[src/rtl/ael_pkg.sv]
// shared constants, token types and fraction weight table for the expression lexer
// no dependencies; used by the channel interfaces and the top level
`default_nettype none

package ael_pkg;

	// fixed point format of a literal
	localparam int INT_BITS    = 32;
	localparam int FRAC_BITS   = 16;
	localparam int FRAC_DIGITS = 5;

	localparam int VAL_W   = INT_BITS + FRAC_BITS;
	localparam int FRAC_W  = FRAC_BITS + 1;
	localparam int POS_W   = $clog2(FRAC_DIGITS + 1);
	localparam int IMAC_W  = INT_BITS + 4;

	// field widths of the channels
	localparam int CH_W    = 8;
	localparam int KIND_W  = 2;
	localparam int OP_W    = 2;
	localparam int VALUE_W = 48;

	// token kinds
	localparam logic [KIND_W-1:0] KIND_OP  = 2'd0;
	localparam logic [KIND_W-1:0] KIND_LIT = 2'd1;
	localparam logic [KIND_W-1:0] KIND_END = 2'd2;
	localparam logic [KIND_W-1:0] KIND_UNK = 2'd3;

	// operator codes
	localparam logic [OP_W-1:0] OP_PLUS  = 2'd0;
	localparam logic [OP_W-1:0] OP_MINUS = 2'd1;
	localparam logic [OP_W-1:0] OP_STAR  = 2'd2;
	localparam logic [OP_W-1:0] OP_SLASH = 2'd3;

	// characters of interest
	localparam logic [CH_W-1:0] CH_PLUS    = 8'h2B;
	localparam logic [CH_W-1:0] CH_MINUS   = 8'h2D;
	localparam logic [CH_W-1:0] CH_STAR    = 8'h2A;
	localparam logic [CH_W-1:0] CH_SLASH   = 8'h2F;
	localparam logic [CH_W-1:0] CH_NEWLINE = 8'h0A;
	localparam logic [CH_W-1:0] CH_POINT   = 8'h2E;
	localparam logic [CH_W-1:0] CH_SPACE   = 8'h20;
	localparam logic [CH_W-1:0] CH_ZERO    = 8'h30;
	localparam logic [CH_W-1:0] CH_NINE    = 8'h39;

	localparam logic [3:0] DEC_BASE = 4'd10;

	// powers of ten for the weight table
	localparam logic [63:0] P10_1 = 64'd10;
	localparam logic [63:0] P10_2 = 64'd100;
	localparam logic [63:0] P10_3 = 64'd1000;
	localparam logic [63:0] P10_4 = 64'd10000;
	localparam logic [63:0] P10_5 = 64'd100000;
	localparam logic [63:0] P10_6 = 64'd1000000;
	localparam logic [63:0] P10_7 = 64'd10000000;
	localparam logic [63:0] P10_8 = 64'd100000000;
	localparam logic [63:0] P10_9 = 64'd1000000000;

	// weights indexed [digit][position]; position 0 is unused
	typedef logic [9:0][FRAC_DIGITS:0][FRAC_BITS-1:0] weight_tbl_t;

	// round(d * 2^FRAC_BITS / 10^p), evaluated at elaboration only
	function automatic weight_tbl_t build_weights();
		weight_tbl_t t;
		logic [63:0] num;
		logic [63:0] w;
		t = '0;
		for (int d = 0; d < 10; d++) begin
			for (int p = 1; p <= FRAC_DIGITS; p++) begin
				num = 64'(d) << FRAC_BITS;
				case (p)
					1: w = (num + P10_1 / 2) / P10_1;
					2: w = (num + P10_2 / 2) / P10_2;
					3: w = (num + P10_3 / 2) / P10_3;
					4: w = (num + P10_4 / 2) / P10_4;
					5: w = (num + P10_5 / 2) / P10_5;
					6: w = (num + P10_6 / 2) / P10_6;
					7: w = (num + P10_7 / 2) / P10_7;
					8: w = (num + P10_8 / 2) / P10_8;
					9: w = (num + P10_9 / 2) / P10_9;
					default: w = '0;
				endcase
				t[d][p] = FRAC_BITS'(w);
			end
		end
		return t;
	endfunction

	localparam weight_tbl_t WEIGHTS = build_weights();

	// one output token
	typedef struct packed {
		logic [KIND_W-1:0]  kind;
		logic [OP_W-1:0]    op_code;
		logic [VALUE_W-1:0] value;
		logic               overflow;
		logic               last_of_run;
	} tok_t;

endpackage

`default_nettype wire

[src/rtl/ael_chars_if.sv]
// valid/ready channel carrying one character word into the lexer
// depends on ael_pkg for field widths
`default_nettype none

interface ael_chars_if;
	import ael_pkg::*;

	logic            valid;
	logic            ready;
	logic [CH_W-1:0] ch;
	logic            end_of_string;

	modport source (output valid, output ch, output end_of_string, input ready);
	modport sink   (input valid, input ch, input end_of_string, output ready);
endinterface

`default_nettype wire

[src/rtl/ael_tokens_if.sv]
// valid/ready channel carrying one token word out of the lexer
// depends on ael_pkg for field widths
`default_nettype none

interface ael_tokens_if;
	import ael_pkg::*;

	logic               valid;
	logic               ready;
	logic [KIND_W-1:0]  kind;
	logic [OP_W-1:0]    op_code;
	logic [VALUE_W-1:0] value;
	logic               overflow;
	logic               last_of_run;

	modport source (output valid, output kind, output op_code, output value,
		output overflow, output last_of_run, input ready);
	modport sink   (input valid, input kind, input op_code, input value,
		input overflow, input last_of_run, output ready);
endinterface

`default_nettype wire

[src/rtl/arithmetic_expression_lexer.sv]
// top level of the streaming arithmetic expression lexer
// depends on ael_pkg, ael_chars_if and ael_tokens_if
`default_nettype none

// Streaming lexer: one ASCII character word enters on chars per cycle and
// tokens leave on tokens. Operators + - * / give operator tokens, a newline
// outside a number gives an end token, spaces are skipped and any other
// stray character gives a one-character unknown token. A digit opens a
// literal that runs until a space, an operator or end_of_string; its value
// is unsigned fixed point (INT_BITS.FRAC_BITS, zero-extended to 48 bits),
// the integer part saturates with overflow set, and fraction digits past
// FRAC_DIGITS are ignored. Each character is decoded in the cycle it is
// accepted, so a character is taken every cycle while tokens drains. A
// character that closes a literal with an operator yields two tokens
// (literal, then operator); the second sits in a one-entry overflow slot
// and holds chars.ready low until the literal is taken. last_of_run marks
// the final token of each character. There is no configuration and no
// clearing after reset.

module arithmetic_expression_lexer (
	input  wire          clk,
	input  wire          arst_n,
	ael_chars_if.sink    chars,
	ael_tokens_if.source tokens
);
	import ael_pkg::*;

	// lexer state
	logic                in_number_q;
	logic                in_fraction_q;
	logic [INT_BITS-1:0] integer_q;
	logic [FRAC_W-1:0]   fraction_q;
	logic [POS_W-1:0]    position_q;
	logic                saturated_q;

	// output register and overflow slot for the second token
	tok_t out_q;
	logic out_valid_q;
	tok_t pend_q;
	logic pend_valid_q;

	logic take;
	logic acc;

	// character decode
	logic            is_digit;
	logic            is_op;
	logic [OP_W-1:0] op_sel;
	logic [3:0]      digit;

	// state after absorbing the character into a literal
	logic                abs_in_fraction;
	logic [INT_BITS-1:0] abs_integer;
	logic [FRAC_W-1:0]   abs_fraction;
	logic [POS_W-1:0]    abs_position;
	logic                abs_saturated;
	logic [IMAC_W-1:0]   int_mac;
	logic [POS_W-1:0]    pos_next;

	// results of this character
	tok_t       r0;
	tok_t       r1;
	logic [1:0] n_res;

	logic                nx_in_number;
	logic                nx_in_fraction;
	logic [INT_BITS-1:0] nx_integer;
	logic [FRAC_W-1:0]   nx_fraction;
	logic [POS_W-1:0]    nx_position;
	logic                nx_saturated;

	// build a literal token; the rounded fraction may carry past the top
	function automatic tok_t make_literal(logic [INT_BITS-1:0] ip,
		logic [FRAC_W-1:0] fp, logic sat);
		tok_t             t;
		logic [VAL_W:0]   sum;
		logic [VAL_W-1:0] total;
		sum = {1'b0, ip, {FRAC_BITS{1'b0}}} + (VAL_W + 1)'(fp);
		if (sum[VAL_W]) begin
			total = '1;
		end else begin
			total = sum[VAL_W-1:0];
		end
		t.kind        = KIND_LIT;
		t.op_code     = OP_PLUS;
		t.value       = VALUE_W'(total);
		t.overflow    = sat | sum[VAL_W];
		t.last_of_run = 1'b0;
		return t;
	endfunction

	function automatic tok_t make_simple(logic [KIND_W-1:0] k, logic [OP_W-1:0] op);
		tok_t t;
		t.kind        = k;
		t.op_code     = op;
		t.value       = '0;
		t.overflow    = 1'b0;
		t.last_of_run = 1'b0;
		return t;
	endfunction

	// one character per cycle unless the overflow slot is busy or tokens stalls a held token
	assign take        = out_valid_q && tokens.ready;
	assign chars.ready = !pend_valid_q && (!out_valid_q || tokens.ready);
	assign acc         = chars.valid && chars.ready;

	always_comb begin
		is_digit = chars.ch inside {[CH_ZERO:CH_NINE]};
		digit    = is_digit ? 4'(chars.ch - CH_ZERO) : 4'd0;
		is_op    = 1'b1;
		case (chars.ch)
			CH_PLUS:  op_sel = OP_PLUS;
			CH_MINUS: op_sel = OP_MINUS;
			CH_STAR:  op_sel = OP_STAR;
			CH_SLASH: op_sel = OP_SLASH;
			default: begin
				op_sel = OP_PLUS;
				is_op  = 1'b0;
			end
		endcase
	end

	// absorb: integer digits multiply-accumulate, fraction digits add a weight
	always_comb begin
		int_mac  = {4'd0, integer_q} * DEC_BASE + IMAC_W'(digit);
		pos_next = position_q + 1'b1;

		abs_in_fraction = in_fraction_q;
		abs_integer     = integer_q;
		abs_fraction    = fraction_q;
		abs_position    = position_q;
		abs_saturated   = saturated_q;

		if (!in_fraction_q) begin
			if (is_digit) begin
				if (|int_mac[IMAC_W-1:INT_BITS]) begin
					abs_integer   = '1;
					abs_saturated = 1'b1;
				end else begin
					abs_integer = int_mac[INT_BITS-1:0];
				end
			end else if (chars.ch == CH_POINT) begin
				abs_in_fraction = 1'b1;
			end
		end else if (position_q < POS_W'(FRAC_DIGITS)) begin
			// every character past the point uses up a position
			abs_position = pos_next;
			if (is_digit) begin
				abs_fraction = fraction_q + FRAC_W'(WEIGHTS[digit][pos_next]);
			end
		end
	end

	// token selection and next state
	always_comb begin
		r0    = make_simple(KIND_UNK, OP_PLUS);
		r1    = make_simple(KIND_OP, op_sel);
		n_res = 2'd0;

		nx_in_number   = in_number_q;
		nx_in_fraction = in_fraction_q;
		nx_integer     = integer_q;
		nx_fraction    = fraction_q;
		nx_position    = position_q;
		nx_saturated   = saturated_q;

		if (in_number_q && (chars.ch == CH_SPACE || is_op)) begin
			// literal closes on the state before this character
			r0           = make_literal(integer_q, fraction_q, saturated_q);
			n_res        = is_op ? 2'd2 : 2'd1;
			nx_in_number = 1'b0;
		end else if (in_number_q || is_digit) begin
			nx_in_number   = 1'b1;
			nx_in_fraction = abs_in_fraction;
			nx_integer     = abs_integer;
			nx_fraction    = abs_fraction;
			nx_position    = abs_position;
			nx_saturated   = abs_saturated;
			if (chars.end_of_string) begin
				r0    = make_literal(abs_integer, abs_fraction, abs_saturated);
				n_res = 2'd1;
			end
		end else if (is_op) begin
			r0    = make_simple(KIND_OP, op_sel);
			n_res = 2'd1;
		end else if (chars.ch == CH_NEWLINE) begin
			r0    = make_simple(KIND_END, OP_PLUS);
			n_res = 2'd1;
		end else if (chars.ch != CH_SPACE) begin
			r0    = make_simple(KIND_UNK, OP_PLUS);
			n_res = 2'd1;
		end

		// end of string or a closed literal returns to idle
		if (chars.end_of_string || !nx_in_number) begin
			nx_in_number   = 1'b0;
			nx_in_fraction = 1'b0;
			nx_integer     = '0;
			nx_fraction    = '0;
			nx_position    = '0;
			nx_saturated   = 1'b0;
		end

		r0.last_of_run = (n_res == 2'd1);
		r1.last_of_run = 1'b1;
	end

	// lexer state registers
	always_ff @(posedge clk or negedge arst_n) begin
		if (!arst_n) begin
			in_number_q   <= 1'b0;
			in_fraction_q <= 1'b0;
			integer_q     <= '0;
			fraction_q    <= '0;
			position_q    <= '0;
			saturated_q   <= 1'b0;
		end else if (acc) begin
			in_number_q   <= nx_in_number;
			in_fraction_q <= nx_in_fraction;
			integer_q     <= nx_integer;
			fraction_q    <= nx_fraction;
			position_q    <= nx_position;
			saturated_q   <= nx_saturated;
		end
	end

	// output valids
	always_ff @(posedge clk or negedge arst_n) begin
		if (!arst_n) begin
			out_valid_q  <= 1'b0;
			pend_valid_q <= 1'b0;
		end else if (acc) begin
			if (n_res != 2'd0) begin
				out_valid_q <= 1'b1;
			end else if (take) begin
				out_valid_q <= 1'b0;
			end
			pend_valid_q <= (n_res == 2'd2);
		end else if (take) begin
			// the waiting second token moves up, else the output empties
			out_valid_q  <= pend_valid_q;
			pend_valid_q <= 1'b0;
		end
	end

	// output payload, no reset needed
	always_ff @(posedge clk) begin
		if (acc) begin
			if (n_res != 2'd0) begin
				out_q <= r0;
			end
			if (n_res == 2'd2) begin
				pend_q <= r1;
			end
		end else if (take && pend_valid_q) begin
			out_q <= pend_q;
		end
	end

	assign tokens.valid       = out_valid_q;
	assign tokens.kind        = out_q.kind;
	assign tokens.op_code     = out_q.op_code;
	assign tokens.value       = out_q.value;
	assign tokens.overflow    = out_q.overflow;
	assign tokens.last_of_run = out_q.last_of_run;

	// the overflow slot only holds a token while the output register holds one too
	a_pend_behind_out: assert property (@(posedge clk) disable iff (!arst_n)
		pend_valid_q |-> out_valid_q)
		else $error("second token waiting with empty output register");

	// a two-token run is always literal then operator, marked last only on the operator
	a_pair_shape: assert property (@(posedge clk) disable iff (!arst_n)
		pend_valid_q |-> (out_q.kind == KIND_LIT && !out_q.last_of_run
			&& pend_q.kind == KIND_OP && pend_q.last_of_run))
		else $error("malformed two-token run");

	// outside a literal the accumulators are clear
	a_idle_clear: assert property (@(posedge clk) disable iff (!arst_n)
		!in_number_q |-> (integer_q == '0 && fraction_q == '0 && position_q == '0
			&& !saturated_q && !in_fraction_q))
		else $error("literal state left over outside a number");

	// end of string always returns the lexer to idle
	a_eos_idle: assert property (@(posedge clk) disable iff (!arst_n)
		(acc && chars.end_of_string) |=> !in_number_q)
		else $error("literal still open after end of string");

	// a saturated integer part sticks at all ones
	a_sat_ones: assert property (@(posedge clk) disable iff (!arst_n)
		saturated_q |-> (integer_q == '1))
		else $error("saturated integer part is not all ones");

endmodule

`default_nettype wire
[src/flat_wrapper.sv]
// flat-port wrapper written by rule: the top's interface ports become plain ports
module arithmetic_expression_lexer_flat import ael_pkg::*;
  (clk, arst_n, chars_valid, chars_ch, chars_end_of_string, chars_ready, tokens_valid, tokens_kind, tokens_op_code, tokens_value, tokens_overflow, tokens_last_of_run, tokens_ready);
  ael_chars_if chars_i ();
  ael_tokens_if tokens_i ();
  input  wire clk;
  input  wire arst_n;
  input wire logic [$bits(chars_i.valid)-1:0] chars_valid;
  input wire logic [$bits(chars_i.ch)-1:0] chars_ch;
  input wire logic [$bits(chars_i.end_of_string)-1:0] chars_end_of_string;
  output wire logic [$bits(chars_i.ready)-1:0] chars_ready;
  output wire logic [$bits(tokens_i.valid)-1:0] tokens_valid;
  output wire logic [$bits(tokens_i.kind)-1:0] tokens_kind;
  output wire logic [$bits(tokens_i.op_code)-1:0] tokens_op_code;
  output wire logic [$bits(tokens_i.value)-1:0] tokens_value;
  output wire logic [$bits(tokens_i.overflow)-1:0] tokens_overflow;
  output wire logic [$bits(tokens_i.last_of_run)-1:0] tokens_last_of_run;
  input wire logic [$bits(tokens_i.ready)-1:0] tokens_ready;
  assign chars_i.valid = chars_valid;
  assign chars_i.ch = chars_ch;
  assign chars_i.end_of_string = chars_end_of_string;
  assign chars_ready = chars_i.ready;
  assign tokens_valid = tokens_i.valid;
  assign tokens_kind = tokens_i.kind;
  assign tokens_op_code = tokens_i.op_code;
  assign tokens_value = tokens_i.value;
  assign tokens_overflow = tokens_i.overflow;
  assign tokens_last_of_run = tokens_i.last_of_run;
  assign tokens_i.ready = tokens_ready;
  arithmetic_expression_lexer u_core (.clk(clk), .arst_n(arst_n), .chars(chars_i), .tokens(tokens_i));
endmodule
[config.mk]
export PLATFORM = sky130hd
export DESIGN_NAME = arithmetic_expression_lexer_flat
export DESIGN_NICKNAME = d
export VERILOG_FILES = /design/src/rtl/ael_pkg.sv /design/src/rtl/ael_chars_if.sv /design/src/rtl/ael_tokens_if.sv /design/src/rtl/arithmetic_expression_lexer.sv /design/src/flat_wrapper.sv
export SDC_FILE = /design/constraint.sdc
export NUM_CORES = 1
export LEC_CHECK = 0
export BUFFER_PORTS_ARGS = -buffer_cell sky130_fd_sc_hd__buf_2
export CORE_MARGIN = 3
export CORE_UTILIZATION = 40
export CTS_CLUSTER_SIZE = 24
export DETAILED_ROUTE_END_ITERATION = 7
export GPL_TIMING_DRIVEN = 0
export PLACE_DENSITY = 0.53
export SYNTH_ARGS = -nofsm -noshare
export SYNTH_HDL_FRONTEND = slang
export SYNTH_SLANG_ARGS = --single-unit
[constraint.sdc]
create_clock -name clk -period 7.5 [get_ports clk]
set_input_delay 0.75 -clock clk [delete_from_list [all_inputs] [get_ports clk]]
set_output_delay 0.75 -clock clk [all_outputs]
set_load 0.05 [all_outputs]
Word-level counts from Yosys, hierarchy flattened
Memories as Yosys holds them, arrays and structs flattened.
Cells that the tools add are included.
{ "op_classes": {"add_sub_neg": 6, "mul": 1, "div": 0, "order_cmp": 5, "n_eq_ne": 12, "n_shift": 0, "mux": 60, "bitwise_logic": 2, "reduce_logical": 27} }
{ "op_table": {"columns": ["cell", "count"], "rows": [
  ["$mux W54", 7],
  ["$mux W32", 6],
  ["$mux W17", 6],
  ["$add A48 B17 Y49", 2],
  ["$mux W48", 2],
  ["$mux W96", 1],
  ["$mux W53", 1],
  ["$bmux W16 S3", 1],
  ["$eq A8 B6 Y1 const B", 6],
  ["$add A36 B4 Y36", 1],
  ["$mul A32 B3 Y35 const B", 1],
  ["$mux W1", 23],
  ["$add A17 B16 Y17", 1],
  ["$mux W16", 1],
  ["$mux W3", 5],
  ["$reduce_bool A2 Y1", 7],
  ["$mux W2", 5],
  ["$eq A8 B4 Y1 const B", 1],
  ["$ge A8 B6 Y1 const B", 1],
  ["$le A8 B6 Y1 const B", 1],
  ["$ne A8 B6 Y1 const B", 1],
  ["$reduce_or A4 Y1", 2],
  ["$logic_and A1 B1 Y1", 6],
  ["$pmux W2 S3", 1],
  ["15 further kinds", 24]
]} }
{ "totals": {"regBits": 113, "latchBits": 0, "ram_bits": 0, "rom_bits": 1536, "in_bits": 13, "n_memories": 1} }
{ "memory_table": {"columns": ["memory", "depth", "width", "rd", "rd_ports_with_merged_regs", "write_ports", "line_no", "source"], "rows": [
  ["(name not given)", 16, 96, 1, 0, 0, "arithmetic_expression_lexer.sv:149", "abs_fraction = fraction_q + FRAC_W'(WEIGHTS[digit][pos_next]);"]
]} }

Depth between registers and ports, before layout
Gate-level depths: netlist (run 1).
{ "depth": {"ltp_word": 18, "mapped_depth": 36, "mapped_depth_nobuf": 32} }

Least setup slack after synthesis (run 1)
No wires, ideal clock.
{ "synth_timing": {"kind": "input-to-reg", "from": "in chars_ch[7]", "to": "reg u_core.out_q (netlist bit u_core.tokens.value[46]) (data pin)", "t_arrival_ps": 7320, "slack_ps": -77, "stages": 34, "path_buffers": 3, "path_cell_list": "nor4bb_1 and2_1 clkbuf_1 clkbuf_1 nand2_1 ha_1 a31oi_1 o221ai_1 a31oi_1 a22oi_1 o21ai_0 ha_1 fa_1 a21o_1 a21oi_1 o21bai_1 a21oi_1 o21bai_1 a21oi_1 o21bai_1 a21oi_1 o21ai_0 a31o_2 a211o_1 o211ai_1 xnor2_1 ha_1 clkbuf_1 nand3_1 o32a_1 o21bai_2 or4_1 nand4_1 o21ai_1"} }
{ "synth_via": {"elab_chain_len": 18} }
{ "synth_rtl": {"columns": ["element", "line_no", "source"], "rows": [
  ["start, declared", "flat_wrapper.sv:9", "input wire logic [$bits(chars_i.ch)-1:0] chars_ch;"],
  ["$ge A8 B6 Y1 or $le A8 B6 Y1 (tied branches)", "arithmetic_expression_lexer.sv:108", "is_digit = chars.ch inside {[CH_ZERO:CH_NINE]};"],
  ["$logic_and A1 B1 Y1", "arithmetic_expression_lexer.sv:108", null],
  ["$mux W4", "arithmetic_expression_lexer.sv:109", "digit = is_digit ? 4'(chars.ch - CH_ZERO) : 4'd0;"],
  ["$mem_v2 Z16 W96", null, null],
  ["$mux W96 (implied by the code)", "arithmetic_expression_lexer.sv:149", null],
  ["$bmux W16 S3", "arithmetic_expression_lexer.sv:149", null],
  ["$mux W16 (implied by the code)", "arithmetic_expression_lexer.sv:149", null],
  ["$add A17 B16 Y17", "arithmetic_expression_lexer.sv:149", null],
  ["(+2 left out)", null, null],
  ["$mux W17", "arithmetic_expression_lexer.sv:134", "if (!in_fraction_q) begin"],
  ["$add A48 B17 Y49", "arithmetic_expression_lexer.sv:78", "sum = {1'b0, ip, {FRAC_BITS{1'b0}}} + (VAL_W + 1)'(fp);"],
  ["$mux W48", "arithmetic_expression_lexer.sv:79", "if (sum[VAL_W]) begin"],
  ["$mux W54", "arithmetic_expression_lexer.sv:179", "if (chars.end_of_string) begin"],
  ["$mux W54", "arithmetic_expression_lexer.sv:172", "end else if (in_number_q || is_digit) begin"],
  ["$mux W54 *", "arithmetic_expression_lexer.sv:167", "if (in_number_q && (chars.ch == CH_SPACE || is_op)) begin"],
  ["$mux W54 *", "arithmetic_expression_lexer.sv:249", "if (n_res != 2'd0) begin"],
  ["$mux W54 *", "arithmetic_expression_lexer.sv:248", "if (acc) begin"],
  ["end signal, assigned", "arithmetic_expression_lexer.sv:250", "out_q <= r0;"],
  ["end signal, assigned", "arithmetic_expression_lexer.sv:256", "out_q <= pend_q;"],
  ["end, declared", "arithmetic_expression_lexer.sv:37", "tok_t out_q;"]
]} }
Mark *: on every way between the ends. The rest lies on a longest branch, timed or not. The select of a mux whose other input is x is not followed.
A chain may end at the register's enable or synchronous reset.

Final worst setup path (run 1)
{ "layout_timing": {"from": "in chars_ch[7]", "to": "reg u_core.out_q (netlist bit u_core.tokens.value[11]) (data pin)"} }
Same word-level chain as after synthesis.

==> impl.org, run 1 <==
** STA
- Setup clock skew after layout :: approximately 10 ps
- Setup Viol. Count Final :: 0
- Max Clk Rate :: approximately 0.14 GHz
- The max-slew violation count came to 0.
- Worst-case setup margin in the final layout :: 233 ps
- RSZ-0062 raised after global routing :: no
- The number of failing hold endpoints at the final stage came to 0.
- Minimum clock period :: just over 7000 ps
- For the pin with the worst max-slew slack, the measured transition is around 1100 ps.
- Headroom to the max-slew limit :: about a quarter
- Summed over all failing endpoints, the final setup total negative slack is 0 ps.
- After layout, the worst path uses 96.9% of the clock period.

** Global route
- Global routing used between 20% and 30% of the available tracks.
- Vias in the first global route :: 11300
- First-pass GRT wire length :: approximately 65000 um
- Pin count of the biggest net entering global routing :: just under 60
- Initial antenna violation count :: 1
- After global routing the overflow that remains totals 0.

** Clock network
- Clock tree synthesis inserted a total of 17 buffers.
- For the worst-skew pair, the clock arrives at the later sink with an insertion delay of ~440 ps.
- Clock input transition at the sequential cells of the worst setup and hold paths :: 60 ps
- CTS tree :: yes
- Counting every sink on the clock net gives 113.
- The H-tree was split into 4 levels.
- Counting along the longest clock path gives a buffer depth of 2.
- Root buffer cell :: sky130_fd_sc_hd__clkbuf_16

** Critical path
- Type of element capturing the critical path :: flip-flop
- Cell count of the worst reg-to-reg path :: 25
- The cell that appears most often on the critical path is sky130_fd_sc_hd__a21oi_2.
- For the worst setup path, the data required time is just under 8000 ps.
- Slowest stage delay, CP :: around 400 ps
- The worst setup path is launched from a primary input.
- Data arrival time of the critical path :: about 7500 ps
- Type of the worst setup path :: primary input to flip-flop
- Slowest cell on the critical path :: sky130_fd_sc_hd__fa_1
- Of all nets on the critical path, the largest fanout is 10.

** Synth
- Proportion of register bits with asynchronous set or reset after synthesis :: about half
- In this run the mean area of a mapped cell was 8.03 um^2.
- Synth warnings :: 0
- Number of flip-flops and latches in the synthesized netlist :: about 110
- The synthesized design spends more area on one cell type than any other, namely sky130_fd_sc_hd__edfxtp_1.
- In this run the biggest area consumer among cell types represents 14.4% of the synthesized area.
- Post-synth net total :: around 1600
- Synthesis produced a netlist whose cell count is 1456.
- Post-synthesis sequential area ratio :: a little over a quarter
- Most used flip-flop cell after synthesis :: sky130_fd_sc_hd__dfrtp_1
- Mapped cell area :: approximately 0.012 mm^2
- Yosys mapped a number of flops with a built-in enable equal to 56.
- sky130_fd_sc_hd__a21oi_1 is the most common cell in the netlist.
- Top cells by area, synth :: sky130_fd_sc_hd__edfxtp_1 14%, sky130_fd_sc_hd__dfrtp_1 12%, sky130_fd_sc_hd__ha_1 9.7%, sky130_fd_sc_hd__a21oi_1 6.4%, sky130_fd_sc_hd__o21ai_0 6.0%
- Distinct cell type count of the synthesized netlist :: 96
- Top post-synthesis cells by count :: 150 x sky130_fd_sc_hd__a21oi_1, 140 x sky130_fd_sc_hd__o21ai_0, 138 x sky130_fd_sc_hd__nand2_1

** Floorplanning
- In this run the core area contains 61 standard-cell rows.
- Die Span Y :: roughly 180 um
- Area of the core region :: about 0.028 mm^2
- In this run the count of I/O pins placed on the die edge is 69.
- Overall die area :: approximately 0.031 mm^2
- Initial core utilization :: 41.3%
- Horiz. Die Dim :: between 150 and 200 um

** Run
- Maximum Capacitance Violations :: 0

** Pwr
- The clock network burns a little under half of the power.
- Switching Fraction :: between 30% and 40%
- Internal power comes to 1.23 mW.
- In this run the power spent charging and discharging nets is approximately 0.53 mW.
- Across the VDD grid, the largest voltage drop is between 0.0001 and 0.00015 V.
- Registers are responsible for between 30 and 40% of the overall power.
- Power density cells :: between 100 and 150 mW/mm^2
- For this design the static power due to leakage is approximately 5.4 nW.
- In this run, the combinational gates consume roughly an eighth of the power.
- After layout, the design draws a total of 1.76 mW.

** Drt
- After detailed routing, the total wire length is 42200 um.
- Remaining routing DRC violations :: 0
- After detailed routing, the number of vias per cell comes to between 6 and 7.
- The first routing iteration left around 1100 violations.
- Per-cell routed wire length :: ~22 um
- Number of detailed-routing iterations run before antenna repair :: 6
- The routed layout has roughly 12000 vias.
- Once detail routing completed, the nets flagged for antenna violations numbered 0.

** Layout
- At the end of the flow, the number of nets in the layout was ~1700.
- Area taken by multi-input logic gates :: ~0.0083 mm^2
- Fill cell count :: roughly 2800
- Across the whole layout, storage elements account for just over 0.003 mm^2.
- Cells with a size suffix above 1 make up approximately 13% of the layout.
- Area added between synthesis and finish :: 15.3%
- Number of standard cells in the layout, taps in and fillers out :: 1947
- Number of inserted diodes :: 0
- Finished Core Util :: roughly 48%

** Outcome
- Status :: finished clean

** Min path
- The tightest min-delay check is of the primary input to async pin type.

** Placed design
- RePlAce Congestion :: 0.909
- Minimum setup slack after placement :: -2190 ps
- Including well taps, the total number of placed cells is about 1900.
- Summed over all nets, the half-perimeter wirelength after detailed placement is between 30000 and 40000 um.
- Number of buffers inserted by port buffering :: 67
[worst paths after layout]
kind                                                    endpoint  slack [ps]                            start
max                        u_core.tokens.value[11]$_SDFFCE_PN0P_         230                      chars_ch[7]
min                              u_core.pend_valid_q$_DFFE_PN0P_         400                           arst_n
max reg2reg                 u_core.tokens.value[3]$_SDFFCE_PN0P_         470  u_core.integer_q[3]$_DFFE_PN0P_
min reg2reg                      u_core.pend_valid_q$_DFFE_PN0P_         510  u_core.pend_valid_q$_DFFE_PN0P_
max in group asynchronous       u_core.integer_q[26]$_DFFE_PN0P_        6530                           arst_n
min in group clk                 u_core.pend_valid_q$_DFFE_PN0P_         510  u_core.pend_valid_q$_DFFE_PN0P_
[cells in the final DEF, fill, tap and decap left out, types with 24 or more instances in the layout]
cell                       count
sky130_fd_sc_hd__nand2_1     134
sky130_fd_sc_hd__nor2_1      125
sky130_fd_sc_hd__ha_1         88
sky130_fd_sc_hd__xor2_1       43
sky130_fd_sc_hd__clkbuf_1     63
sky130_fd_sc_hd__xnor2_1      61
sky130_fd_sc_hd__a21oi_1     140
sky130_fd_sc_hd__nand3_1      36
sky130_fd_sc_hd__o21ai_0     136
sky130_fd_sc_hd__buf_2        73
sky130_fd_sc_hd__nor3_1       31
sky130_fd_sc_hd__dfrtp_1      57
sky130_fd_sc_hd__a22o_1       29
sky130_fd_sc_hd__edfxtp_1     56
sky130_fd_sc_hd__and3_1       24
sky130_fd_sc_hd__inv_1        29
[layer usage]
layer,global-route usage [%],routed length (um),vias up
li1,-,-,5665
met3,4.29,3540,58
met5,0,0,-
met1,40.1,19800,5911
met2,39.9,18100,533
met4,6.84,828,0
[layout make-up]
type                    instances  share of cell area (%)
plain buffers                  88                    3.11
clock buffers                  18                    3.26
clock inverters                14                    1.14
inverters                      31                   0.891
multi-input cells            1222                    61.4
flip-flops and latches        113                    23.1
well taps                     378                    3.51
repair buffers                 83                    3.68
[cell families (layout without fill, tap and decap cells)]
logic type,Yosys count,count (layout),share of synthesized area (%)
compound gates,536,536,29.6
simple gates,479,479,20.6
buf+inv,121,234,4.32
flops,113,113,26.6
xor+xnor,105,105,7.93
fa+ha+maj,94,94,10.3
mux,8,8,0.717
[worst max-delay path, delay by kind of cell]
family / cells / cell delay, ps
buffers and inverters: 5 / 680
AO/OA/AOI/OAI: 21 / 3800
AND/OR/NAND/NOR: 4 / 820
adder cells (fa/ha/maj): 4 / 1220
XOR/XNOR: 1 / 210
[metrics by stage]
step	hold WS [ps]	area [um^2]
2_1_floorplan	454	11700
3_3_place_gp	502	12500
3_5_place_dp	498	12600
4_1_cts	455	13300
5_1_grt	479	13500
6_report	400	13500
[power groups by stage]
stage / registers (mW) / clock network [mW] / logic, mW
after floorplan: 0.760 / 0 / 0.0871
after global placement: 0.700 / 0 / 0.222
after detailed placement: 0.695 / 0 / 0.228
after CTS: 0.683 / 0.849 / 0.232
after global routing: 0.685 / 0.875 / 0.249
final: 0.683 / 0.844 / 0.235
[what timing repair did]
item / in CTS / in global routing
gates cloned: 0 / 1
pin swaps: 8 / 15
hold buffers: 0 / 0
setup endpoints to repair: 49 / 49
resized for setup: 33 / 28
setup buffers: 5 / 7
[state kept, by name (all words and copies together) (netlist names), 2 cells and up]
signal and cells:
u_core.tokens.value 48, u_core.integer_q 32, u_core.fraction_q 17, u_core.position_q 3, u_core.pend_q 2, u_core.tokens.kind 2, u_core.tokens.op_code 2
Note: power is estimated with default switching activity, not from simulation.
==> run 2, diff against run 1 <==
- CELL_PAD_IN_SITES_DETAIL_PLACEMENT: not set -> 0
- CELL_PAD_IN_SITES_GLOBAL_PLACEMENT: not set -> 1
- PLACE_DENSITY: 0.53 -> 0.68
- clock period: 7.5 -> 7.12 ns (I/O delays scaled with it)
==> run 2 against run 1 <==
- die area unchanged
- clock skew increased by 3.5 ps
- sequential power increased by 5.3%
- wire length increased by 1.6%
- non-clock buffer count increased by 27
- worst hold slack got worse by 16 ps
- clock power increased by 11%
- core utilization increased by 1.4 points
- global-route usage increased by 0.35 points
- sequential share of layout area decreased by 0.62 points
- final cell count increased by 1.4%
- combinational power increased by 6%
==> impl.org, run 2 (same netlist as run 1, synthesis figures left out) <==
** Clock network
- The number of buffers between clock root and the deepest sink was 2 (unchanged).
- The clock tree from TritonCTS was yes (unchanged).
- Clock input transition at the sequential cells of the worst setup and hold paths :: 60 ps (about the same)
- Deepest level of the CTS H-tree :: 4 (unchanged)
- Clock insertion delay at the later pin of the skew report :: 440 ps (about the same)
- The number of clock sinks seen by CTS came to 113 (unchanged).
- Root buffer cell :: sky130_fd_sc_hd__clkbuf_16 (unchanged)
- Number of clock buffers inserted by TritonCTS :: 17 (unchanged)
- Hold bufs inserted after CTS :: 0 (unchanged)

** Placed design
- RePlAce Congestion :: 0.899 (was 0.909)
- The worst setup slack after placement is -2030 ps (was -2190 ps).
- The instance count after placement with tap cells included is 1903 (was 1904).
- HPWL Detailed :: 32500 um (was 32000 um)
- Placed cell area :: 0.0126 mm^2 (about the same)
- The number of buffer cells added on primary ports is 67 (unchanged).

** Drt
- The DRC violation count after routing was 0 (unchanged).
- Per-cell routed wire length :: 21.7 um (about the same)
- Post-route antenna net violation count :: 0 (unchanged)
- First DRT Iteration DRCs :: 1276 (was 1110)
- The routed wire length came to 42900 um (was 42200 um).
- The detailed-route via count is 12000 (was 12200).
- The detailed-routing iteration count for the pre-antenna-repair pass is 5 (was 6).
- Number of vias per cell after detailed routing :: 6.09 (was 6.25)

** STA
- Max Clk Rate :: around 0.15 GHz
- The smallest setup slack after layout is 272 ps (was 233 ps).
- The final number of setup-violating endpoints came to 0 (unchanged).
- Counting I/O delays and the setup requirement, the final critical path takes a little under 7000 ps.
- Setup total negative slack :: 0 ps (unchanged)
- Final hold violation count :: 0 (unchanged)
- Headroom to the max-slew limit :: 33.1% (was 24.1%)
- Final number of max-transition violations :: 0 (unchanged)
- The actual slew at the worst max-slew pin was 1000 ps (was 1140 ps).
- The worst clock skew came to 13.5 ps (was 10.1 ps).
- Dividing the final minimum period by the clock period gives a little over nine tenths.
- The hold slack is 384 ps (was 400 ps).

** Floorplanning
- Overall die area :: 0.0313 mm^2 (unchanged)
- The height of the die was 177 um (unchanged).
- The total core area was 0.0283 mm^2 (unchanged).
- Horiz. Die Dim :: 177 um (unchanged)
- I/O pin count :: 69 (unchanged)
- The starting utilization of the core area came to 41.3% (unchanged).
- Num rows :: 61 (unchanged)

** Layout
- The number of nets in the final layout came to 1690 (was 1663).
- The layout overhead on the synthesized area was 18.7% (was 15.3%).
- The fill cell instance count of the final layout is 2877 (was 2832).
- The area used by sequential logic in the layout came to 0.00311 mm^2 (about the same).
- Fraction of final layout cells sized beyond drive strength 1 :: 16.4% (was 13.4%)
- Commonest cells after routing, fill and taps aside :: 136 x sky130_fd_sc_hd__a21oi_1, 135 x sky130_fd_sc_hd__nand2_1, 135 x sky130_fd_sc_hd__o21ai_0 (was 140 x sky130_fd_sc_hd__a21oi_1, 136 x sky130_fd_sc_hd__o21ai_0, 134 x sky130_fd_sc_hd__nand2_1)
- The number of flip-flops under the largest register name is 48 (unchanged).
- The area of all placed cells without fillers came to 0.0139 mm^2 (was 0.0135 mm^2).
- The final instance count without filler cells was 1974 (was 1947).
- Most common library cell in the layout ignoring fill and taps :: sky130_fd_sc_hd__a21oi_1 (unchanged)
- Number of inserted diodes :: 0 (unchanged)
- The area of the multi-input gates was 0.00841 mm^2 (was 0.00827 mm^2).

** Global route
- Initial antenna violation count :: 0 (was 1)
- Global router's overall resource usage :: 27.1% (was 26.7%)
- The number of global-route vias before repair came to 11300 (about the same).
- First-pass GRT wire length :: 65600 um (was 65500 um)
- Pin count of the biggest net entering global routing :: 58 (unchanged)
- Final global-route overflow total :: 0 (unchanged)

** Pwr
- The largest voltage drop on the vdd net is 0.0000984 V (was 0.000119 V).
- Reported leakage power :: 5.63 nW (was 5.43 nW)
- The power density normalized to cell area is 137 mW/mm^2 (was 131 mW/mm^2).

** Critical path
- The standard cell with the maximum stage delay on the critical path is sky130_fd_sc_hd__o32a_1 (was sky130_fd_sc_hd__fa_1).
- The data arrival time of the critical path was 7080 ps (was 7510 ps).
- Element type at the critical path start :: primary input (unchanged)
- The cell occurring most often along the worst timing path is sky130_fd_sc_hd__a21oi_2 (unchanged).
- The type of the setup path with the least slack was primary input to flip-flop (unchanged).
- Type of element capturing the critical path :: flip-flop (unchanged)
- The highest net fanout along the worst path came to 10 (unchanged).
- Required arrival time at the worst endpoint :: 7360 ps (was 7740 ps)
- The peak per-stage delay on the critical path was 390 ps (was 410 ps).

** Outcome
- Status: finished clean (unchanged).

** Run
- The count of max-cap constraint violations is 0 (unchanged).

** Min path
- The type of the tightest min-delay check is primary input to async pin (unchanged).
-- run 2: what timing repair did --
item                       in CTS  in global routing
buffers inserted               10                 29
cloned                          1                  0
resized for setup              47                 48
setup endpoints to repair      49                 49
pin swaps                      18                 32
hold endpoints to repair        0                  0
-- run 2: final cells by class --
class                   instances  area share, %
flip-flops and latches        113           22.4
clock inverters                15           1.43
plain buffers                  89           3.22
repair buffers                109           4.98
well taps                     378           3.41
clock buffers                  17           3.07
inverters                      31          0.884
multi-input cells            1222           60.6
-- run 2: path summary, 6_finish.rpt --
kind                                                  from                               endpoint  slack (ps)  depth (start not counted)
max                                            chars_ch[7]  u_core.tokens.value[27]$_SDFFCE_PN0P_         270                         35
min in group clk           u_core.pend_valid_q$_DFFE_PN0P_        u_core.pend_valid_q$_DFFE_PN0P_         510                          1
min reg2reg                u_core.pend_valid_q$_DFFE_PN0P_        u_core.pend_valid_q$_DFFE_PN0P_         510                          1
max in group asynchronous                           arst_n        u_core.integer_q[0]$_DFFE_PN0P_        6120                          1
min                                                 arst_n        u_core.pend_valid_q$_DFFE_PN0P_         380                          1
max reg2reg                u_core.integer_q[1]$_DFFE_PN0P_  u_core.tokens.value[35]$_SDFFCE_PN0P_         270                         26
-- run 2: power breakdown --
part	total (mW)	switching, mW	internal [mW]
sequential	0.719	0.00971	0.709
clock	0.934	0.372	0.562
combinational	0.249	0.192	0.0575
-- run 2: per-stage QoR --
step / utilization, % / total power [mW]
after CTS: 47.6 / 1.91
after global placement: 44.2 / 0.974
final: 49.0 / 1.90
after detailed placement: 44.5 / 0.974
after global routing: 49.0 / 1.96
after floorplan: - / 0.893
-- run 2: worst max-delay path, delay by kind of cell --
family | cells | cell delay [ps]
AO/OA/AOI/OAI | 20 | 3440
buffers and inverters | 5 | 680
XOR/XNOR | 1 | 200
AND/OR/NAND/NOR | 5 | 810
adder cells (fa/ha/maj) | 4 | 1200
-- run 2: per-layer routing --
| layer | wire length [um] | part of all wire, % | GRT usage, % | vias to the layer above |
|---|---|---|---|---|
| met1 | 20900 | 49 | 40.7 | 5883 |
| met4 | 555 | 1.3 | 5.17 | 0 |
| met3 | 2640 | 6.1 | 3.93 | 38 |
| li1 | - | - | - | 5704 |
| met5 | 0 | 0 | 0 | - |
| met2 | 18800 | 44 | 41.5 | 406 |
